**src/rtl/core/sws_pkg.sv**
```systemverilog
`timescale 1ns / 1ps
package sws_pkg;
  localparam int WindowMax = 16;
  localparam int CntW = $clog2(WindowMax + 1);
  localparam int IdxW = (WindowMax > 1) ? $clog2(WindowMax) : 1;
  localparam int SampleW = 16;
  localparam int SumW = SampleW + CntW;
  localparam int QDepth = 2;
  localparam int QCntW = $clog2(QDepth + 1);
  localparam int QIdxW = (QDepth > 1) ? $clog2(QDepth) : 1;

  localparam logic [1:0] ModeMean = 2'd0;
  localparam logic [1:0] ModeMin = 2'd1;
  localparam logic [1:0] ModeMax = 2'd2;
  localparam logic [1:0] ModeMedian = 2'd3;

  localparam logic [1:0] RegMode = 2'd0;
  localparam logic [1:0] RegLow = 2'd1;
  localparam logic [1:0] RegHigh = 2'd2;
  localparam logic [1:0] RegLen = 2'd3;

  typedef struct packed {
    logic                ok;
    logic [SampleW-1:0]  sample;
  } job_t;
endpackage

```
**src/rtl/core/sws_front.sv**
```systemverilog
`timescale 1ns / 1ps
module sws_front import sws_pkg::*; (
  input  logic               clk,
  input  logic               rst_n,
  input  logic               in_tvalid,
  output logic               in_tready,
  input  logic [SampleW-1:0] in_tdata,
  input  logic [SampleW-1:0] range_low,
  input  logic [SampleW-1:0] range_high,
  output logic               job_valid,
  input  logic               job_ready,
  output job_t               job
);
  job_t q_r [QDepth];
  logic [QIdxW-1:0] wp_r, rp_r;
  logic [QCntW-1:0] cnt_r;
  logic [SampleW-1:0] lo, hi;
  logic push, pop;

  assign lo = (range_low > range_high) ? range_high : range_low;
  assign hi = (range_low > range_high) ? range_low : range_high;
  assign in_tready = (cnt_r != QCntW'(QDepth));
  assign push = in_tvalid && in_tready;
  assign job_valid = (cnt_r != '0);
  assign pop = job_valid && job_ready;
  assign job = q_r[rp_r];

  always_ff @(posedge clk) begin
    if (!rst_n) begin
      wp_r <= '0;
      rp_r <= '0;
      cnt_r <= '0;
    end else begin
      if (push) wp_r <= (wp_r == QIdxW'(QDepth - 1)) ? '0 : wp_r + 1'b1;
      if (pop) rp_r <= (rp_r == QIdxW'(QDepth - 1)) ? '0 : rp_r + 1'b1;
      cnt_r <= cnt_r + QCntW'(push) - QCntW'(pop);
    end
    if (push) begin
      q_r[wp_r].ok <= (in_tdata >= lo) && (in_tdata <= hi);
      q_r[wp_r].sample <= in_tdata;
    end
  end

`ifndef SYNTH
  a_cnt: assert property (@(posedge clk) disable iff (!rst_n) cnt_r <= QCntW'(QDepth))
    else $error("queue overflow");
  a_full: assert property (@(posedge clk) disable iff (!rst_n)
    (cnt_r == QCntW'(QDepth)) |-> !in_tready) else $error("ready while full");
  a_empty: assert property (@(posedge clk) disable iff (!rst_n)
    (cnt_r == '0) |-> !job_valid) else $error("job from empty queue");
`endif
endmodule

```
**src/rtl/core/sws_back.sv**
```systemverilog
`timescale 1ns / 1ps
module sws_back import sws_pkg::*; (
  input  logic               clk,
  input  logic               rst_n,
  input  logic               job_valid,
  output logic               job_ready,
  input  job_t               job,
  input  logic [1:0]         stat_mode,
  input  logic [4:0]         window_len,
  output logic               out_tvalid,
  input  logic               out_tready,
  output logic [23:0]        out_tdata,
  output logic               out_tuser
);
  typedef enum logic [2:0] {S_IDLE, S_SHIFT, S_SCAN, S_SORT, S_DIV, S_OUT} state_t;
  state_t state_r;
  logic [SampleW-1:0] win_r [WindowMax];
  logic [SampleW-1:0] srt_r [WindowMax];
  logic [CntW-1:0] fill_r, i_r, j_r;
  logic [SumW-1:0] sum_r, rem_r, quo_r;
  logic [SampleW-1:0] acc_r;
  logic valid_r;
  logic [SampleW-1:0] stat_r;
  logic [CntW-1:0] n_r;
  logic [5:0] len_raw;
  logic [CntW-1:0] len;
  logic [SumW:0] trial;
  logic [SumW-1:0] num;

  always_comb begin
    len_raw = {1'b0, window_len} | {5'd0, stat_mode == ModeMedian};
    if (len_raw == 6'd0) len = CntW'(1);
    else if (len_raw > 6'(WindowMax)) len = CntW'(WindowMax);
    else len = CntW'(len_raw);
  end

  assign job_ready = (state_r == S_IDLE) && !out_tvalid;
  assign num = rem_r;
  assign trial = {1'b0, num[SumW-2:0], quo_r[SumW-1]} - (SumW+1)'(n_r);

  always_ff @(posedge clk) begin
    if (!rst_n) begin
      state_r <= S_IDLE;
      fill_r <= '0;
      out_tvalid <= 1'b0;
    end else begin
      case (state_r)
        S_IDLE: begin
          if (out_tvalid && out_tready) out_tvalid <= 1'b0;
          if (job_valid && job_ready) begin
            if (!job.ok) begin
              valid_r <= 1'b0;
              stat_r <= '0;
              n_r <= fill_r;
              out_tvalid <= 1'b1;
            end else begin
              n_r <= (fill_r >= len) ? len : fill_r + 1'b1;
              i_r <= ((fill_r >= len) ? len : fill_r + 1'b1) - 1'b1;
              acc_r <= job.sample;
              state_r <= S_SHIFT;
            end
          end
        end
        S_SHIFT: begin
          if (i_r == '0) begin
            win_r[0] <= acc_r;
            fill_r <= n_r;
            i_r <= '0;
            sum_r <= '0;
            state_r <= S_SCAN;
          end else begin
            win_r[i_r[IdxW-1:0]] <= win_r[i_r[IdxW-1:0] - 1'b1];
            i_r <= i_r - 1'b1;
          end
        end
        S_SCAN: begin
          sum_r <= sum_r + SumW'(win_r[i_r[IdxW-1:0]]);
          srt_r[i_r[IdxW-1:0]] <= win_r[i_r[IdxW-1:0]];
          if (i_r == '0) acc_r <= win_r[0];
          else if (stat_mode == ModeMin && win_r[i_r[IdxW-1:0]] < acc_r)
            acc_r <= win_r[i_r[IdxW-1:0]];
          else if (stat_mode == ModeMax && win_r[i_r[IdxW-1:0]] > acc_r)
            acc_r <= win_r[i_r[IdxW-1:0]];
          if (i_r == n_r - 1'b1) begin
            i_r <= '0;
            j_r <= '0;
            case (stat_mode)
              ModeMean: begin
                quo_r <= sum_r + SumW'(win_r[i_r[IdxW-1:0]]) + SumW'(n_r) - 1'b1;
                rem_r <= '0;
                state_r <= S_DIV;
              end
              ModeMedian: state_r <= S_SORT;
              default: state_r <= S_OUT;
            endcase
          end else begin
            i_r <= i_r + 1'b1;
          end
        end
        S_SORT: begin
          // odd-even transposition: n passes over adjacent pairs
          for (int k = 0; k < WindowMax - 1; k++) begin
            if (k[0] == j_r[0] && (k + 1) < int'(n_r) &&
                srt_r[k] > srt_r[k+1]) begin
              srt_r[k] <= srt_r[k+1];
              srt_r[k+1] <= srt_r[k];
            end
          end
          if (j_r == n_r) begin
            acc_r <= srt_r[IdxW'((n_r - 1'b1) >> 1)];
            state_r <= S_OUT;
          end else begin
            j_r <= j_r + 1'b1;
          end
        end
        S_DIV: begin
          if (!trial[SumW]) rem_r <= trial[SumW-1:0];
          else rem_r <= {num[SumW-2:0], quo_r[SumW-1]};
          quo_r <= {quo_r[SumW-2:0], !trial[SumW]};
          if (j_r == CntW'(SumW - 1)) begin
            acc_r <= SampleW'({quo_r[SumW-2:0], !trial[SumW]});
            state_r <= S_OUT;
          end else begin
            j_r <= j_r + 1'b1;
          end
        end
        S_OUT: begin
          valid_r <= 1'b1;
          stat_r <= acc_r;
          out_tvalid <= 1'b1;
          state_r <= S_IDLE;
        end
        default: state_r <= S_IDLE;
      endcase
    end
  end

  assign out_tdata = {3'd0, n_r, stat_r};
  assign out_tuser = valid_r;

`ifndef SYNTH
  a_fill: assert property (@(posedge clk) disable iff (!rst_n)
    fill_r <= CntW'(WindowMax)) else $error("fill above window");
  a_busy: assert property (@(posedge clk) disable iff (!rst_n)
    (state_r != S_IDLE) |-> !job_ready) else $error("ready while busy");
  a_zero: assert property (@(posedge clk) disable iff (!rst_n)
    (out_tvalid && !out_tuser) |-> (out_tdata[15:0] == '0))
    else $error("rejected word with statistic");
`endif
endmodule

```
**src/rtl/core/sliding_window_statistic.sv**
```systemverilog
`timescale 1ns / 1ps
// Sliding-window statistic: each 16-bit sample is range-checked by a front
// stage and queued; a back engine shifts it into the window and returns the
// mean (rounded up), minimum, maximum or lower median. The mean uses a
// bit-serial divider and the median an odd-even transposition sort over the
// window. out_tuser is high when the word carries a statistic and low when
// the sample was rejected.
module sliding_window_statistic import sws_pkg::*; (
  input  logic        clk,
  input  logic        rst_n,
  input  logic        in_tvalid,
  output logic        in_tready,
  input  logic [15:0] in_tdata,   // sample
  output logic        out_tvalid,
  input  logic        out_tready,
  output logic [23:0] out_tdata,  // statistic, readings
  output logic        out_tuser,  // valid_res
  input  logic        cfg_psel,
  input  logic        cfg_penable,
  input  logic        cfg_pwrite,
  input  logic [3:0]  cfg_paddr,
  input  logic [31:0] cfg_pwdata,
  output logic [31:0] cfg_prdata,
  output logic        cfg_pready
);
  logic [1:0] mode_r;
  logic [15:0] low_r, high_r;
  logic [4:0] len_r;
  logic job_valid, job_ready;
  job_t job;

  assign cfg_pready = 1'b1;
  always_ff @(posedge clk) begin
    if (!rst_n) begin
      mode_r <= ModeMean;
      low_r <= '0;
      high_r <= 16'hFFFF;
      len_r <= 5'd16;
    end else if (cfg_psel && cfg_penable && cfg_pwrite && cfg_paddr[1:0] == 2'd0) begin
      case (cfg_paddr[3:2])
        RegMode: mode_r <= cfg_pwdata[1:0];
        RegLow: low_r <= cfg_pwdata[15:0];
        RegHigh: high_r <= cfg_pwdata[15:0];
        RegLen: len_r <= cfg_pwdata[4:0];
        default: ;
      endcase
    end
  end

  always_comb begin
    case (cfg_paddr[3:2])
      RegMode: cfg_prdata = {30'd0, mode_r};
      RegLow: cfg_prdata = {16'd0, low_r};
      RegHigh: cfg_prdata = {16'd0, high_r};
      RegLen: cfg_prdata = {27'd0, len_r};
      default: cfg_prdata = '0;
    endcase
  end

  sws_front u_front (
    .clk, .rst_n, .in_tvalid, .in_tready, .in_tdata,
    .range_low(low_r), .range_high(high_r),
    .job_valid, .job_ready, .job
  );

  sws_back u_back (
    .clk, .rst_n, .job_valid, .job_ready, .job,
    .stat_mode(mode_r), .window_len(len_r),
    .out_tvalid, .out_tready, .out_tdata, .out_tuser
  );
endmodule

```
**config.mk**
```make
export PLATFORM = sky130hd
export DESIGN_NAME = sliding_window_statistic
export DESIGN_NICKNAME = d
export VERILOG_FILES = /design/src/rtl/core/sws_pkg.sv /design/src/rtl/core/sws_front.sv /design/src/rtl/core/sws_back.sv /design/src/rtl/core/sliding_window_statistic.sv
export SDC_FILE = /design/constraint.sdc
export NUM_CORES = 2
export LEC_CHECK = 0
export BUFFER_PORTS_ARGS = -buffer_cell sky130_fd_sc_hd__clkbuf_2
export CORE_ASPECT_RATIO = 1.1
export CORE_UTILIZATION = 64
export CTS_CLUSTER_DIAMETER = 200
export CTS_CLUSTER_SIZE = 20
export DETAILED_ROUTE_END_ITERATION = 16
export GPL_TIMING_DRIVEN = 0
export PLACE_DENSITY = 0.9
export REMOVE_ABC_BUFFERS = 1
export SYNTH_ARGS = -nofsm -noshare
export SYNTH_HDL_FRONTEND = slang
export SYNTH_SLANG_ARGS = --single-unit
```
**constraint.sdc**
```tcl
create_clock -name clk -period 6.4 [get_ports clk]
set_input_delay 0.64 -clock clk [delete_from_list [all_inputs] [get_ports clk]]
set_output_delay 0.64 -clock clk [all_outputs]
set_load 0.01 [all_outputs]
```
==> results.md <==
- Synth Area in XOR/XNOR: 1.47%
- Core area: 0.0704 mm^2
- Fin crit period: 6180 ps
- Slowest stage cell, crit path: mux4_2
- Port buffer count: 82
- Clock Tree Buf Depth: 3
- Routed Antenna Nets: 0
- Residual DRC: 0
- Max-slew violations: 0
- Die H: 282 um
- Status: finished, violations left
- Drt pass-1 iters: 9
- Final instance area: 0.0493 mm^2
- Root Buffer: clkbuf_16
- Seq pwr share: 29.2%
- Crit path DAT: 6660 ps
- Final hold vios: 0
- Startpoint types: register
- Worst Path Buf+Inv: 5
- Seq/Total Area, Yosys: 45.7%
- Async S/R FF share, synth: 0%
- Relative slew slack: 1.72%
- Slew @ Worst Pin: 1470 ps
- Initial antenna violation count: 16
- Fin util: 70.0%
- Total power: 23.1 mW
- Vias per cell: 7.27
- Sw frac: 43.8%
- Largest net degree at the start of global routing: 67
- Final WL: 143000 um
- Power Density: 468 mW/mm^2
- Routed wire per std cell: 29.1 um
- CP Data Required Time: 6880 ps
- Die W: 257 um
- Netlist Area Pre-Place: 0.0456 mm^2
- Die area: 0.0723 mm^2
- Top Ports: 119
- Main combinational cell family by area after synthesis: multiplexers
- CP peak stage delay: 540 ps
- Area grow syn2layout: 8.19%
- Seq cells post-synth: 713
- Failing checks: max-capacitance violations
- Switching pwr: 10.1 mW
- Hold Path Class: input pin to register
- # hold bufs at CTS: 0
- DP HPWL: 96900 um
- Peak supply drop: 0.000618 V
- Yosys warning total: 0
- First-pass GRT wire length: 213000 um
- Leakage: 18.9 nW
- Period utilization: 96.5%
- H-tree levels: 2
- Synth Area in Adders: 10.1%
- Power share of the combinational group: 58.2%
- Number of setup violations in the final report: 0
- Synthesized instance count: 3948
- Vias in the first global route: 35200
- Critical Path Sink Type: register
- Crit Path Max Fanout: 10
- RePlAce Congestion: 0.996
- Starting DRC count in detailed routing: 5960
- Setup TNS: 0 ps
- Cell variety after synth: 86
- Int Pwr: 13.0 mW
- Cell Rows: 102
- CTS sink cnt: 713
- Total gr overflow: 0
- Starting Density: 64.7%
- Skew-Pair Late Insertion Delay: 680 ps
- Compound-Gate Fraction of Synth Area: 12.8%
- Total CTS buffers: 41
- Vias: 35700
- CTS clk-pin slew, worst paths: 110 ps
- Max cap viols: 1
- Placed inst area: 0.0479 mm^2
- Post-synth EDFFs: 656
- NumNets Final: 4363
- Total GRT Usage: 39.4%
- Post-synthesis mux area share: 16.3%
- Prevailing post-synth register cell: edfxtp_1
- TritonCTS clock tree: built
- Cell family with most CP delay: compound AO/OA/AOI/OAI gates
- Syn avg cell area: 11.6 um^2
- Simple-Gate Fraction of Synth Area: 8.72%
- Fmax: 0.162 GHz
- Clock power frac: 12.5%
- Clk_skew: 53.8 ps
- Setup CP Type: register to register
- Share of cells above drive strength 1: 13.2%
cell usage in the layout, fill, tap and decap left out, types with 31 or more instances in the layout:
cell type,n
mux2i_1,226
clkbuf_2,82
ha_1,360
o21a_1,61
xor2_1,35
edfxtp_1,656
clkbuf_16,41
nor3_1,67
nor2_1,195
mux4_2,223
a21oi_1,191
nand2_1,318
dfxtp_1,53
o21ai_0,240
a22oi_1,33
xnor2_1,31
a21o_1,97
nand3_1,47
nand4_1,63
inv_1,341
nor2b_1,48
worst min-delay path, cell delays in order:
cell and delay (ps):
clkbuf_2 90, nand2_1 40, o211ai_1 70
metal layers:
layer	share of wire [%]	track usage, %
met1	32	45.5
met2	44	60.0
met3	14	14.4
met4	9.6	29.9
met5	0.038	0
through the flow:
| step | setup slack [ps] | hold slack, ps | std cells |
|---|---|---|---|
| finish | 223 | 244 | 4914 |
| global route | -25.3 | 240 | 4901 |
| CTS | 78.3 | 240 | 4891 |
| detailed placement | -1240 | 512 | 4815 |
| global placement | -5870 | 475 | 4750 |
| floorplan | -2020 | 454 | 3732 |
power by group through the flow:
stage	logic [mW]	registers [mW]	clock network, mW
after floorplan	8.79	6.82	0
after global placement	11.5	7.02	0
after detailed placement	12.3	6.91	0
after CTS	12.7	6.73	2.84
after global routing	14.2	6.75	2.98
final	13.5	6.75	2.90
flip-flops by register name, summed over array words and instances (netlist names), 2 cells and up, named ones only:
| signal | flops |
|---|---|
| high_r | 16 |
| len_r | 5 |
| low_r | 16 |
| mode_r | 2 |
| u_back.acc_r | 16 |
| u_back.fill_r | 5 |
| u_back.i_r | 5 |
| u_back.j_r | 5 |
| u_back.n_r | 5 |
| u_back.num | 20 |
| u_back.quo_r | 21 |
| u_back.srt_r | 256 |
| u_back.stat_r | 16 |
| u_back.state_r | 3 |
| u_back.sum_r | 21 |
| u_back.win_r | 256 |
| u_front.cnt_r | 2 |
| u_front.q_r | 34 |
cell usage after synthesis, types with 25 or more instances:
master	instances	area (um^2)
nor2b_1	49	307
ha_1	362	4530
nand4_1	63	394
dfxtp_1	57	1140
a22oi_1	33	248
o21a_1	62	465
nand3_1	47	235
a21boi_0	27	203
o21ai_0	254	1270
mux4_2	223	5020
edfxtp_1	656	19700
buf_2	33	165
a21o_1	97	728
inv_1	342	1280
clkbuf_1	165	619
mux2i_1	226	2260
xnor2_1	34	298
a21oi_1	195	976
o211ai_1	29	218
xor2_1	37	324
nor2_1	210	788
nor3_1	70	350
nand2b_1	25	156
nand2_1	318	1190
a211oi_1	31	233
timing repair:
item,CTS,global route
setup endpoints to repair,31,9
pin swaps,0,2
resized for setup,6,2
setup buffers,7,7
worst paths after layout:
check	to	slack [ps]	start	cells past startpoint
setup / recovery	u_back.quo_r[20]	220	register	25
hold / removal	high_r[13]	240	cfg_pwdata[13]	3
setup reg to reg	u_back.quo_r[20]	220	register	25
hold reg to reg	low_r[0]	530	low_r[0]	2
logic make-up after synthesis:
logic type,count (synthesis)
adder cells (fa/ha/maj),365
AO/OA/AOI/OAI,897
other,2
multiplexers,461
buffers and inverters,577
XOR/XNOR,74
flip-flops,713
AND/OR/NAND/NOR,859
layout make-up:
class	count	area [um^2]
fill	4454	21100
sequential	713	20900
clock buffer	65	1120
timing repair buffer	164	1920
inverter	343	1300
antenna	13	32.5
tap	936	1170
clock inverter	4	68.8
multi-input combinational	2676	22900
(Power assumes the default switching activity.)
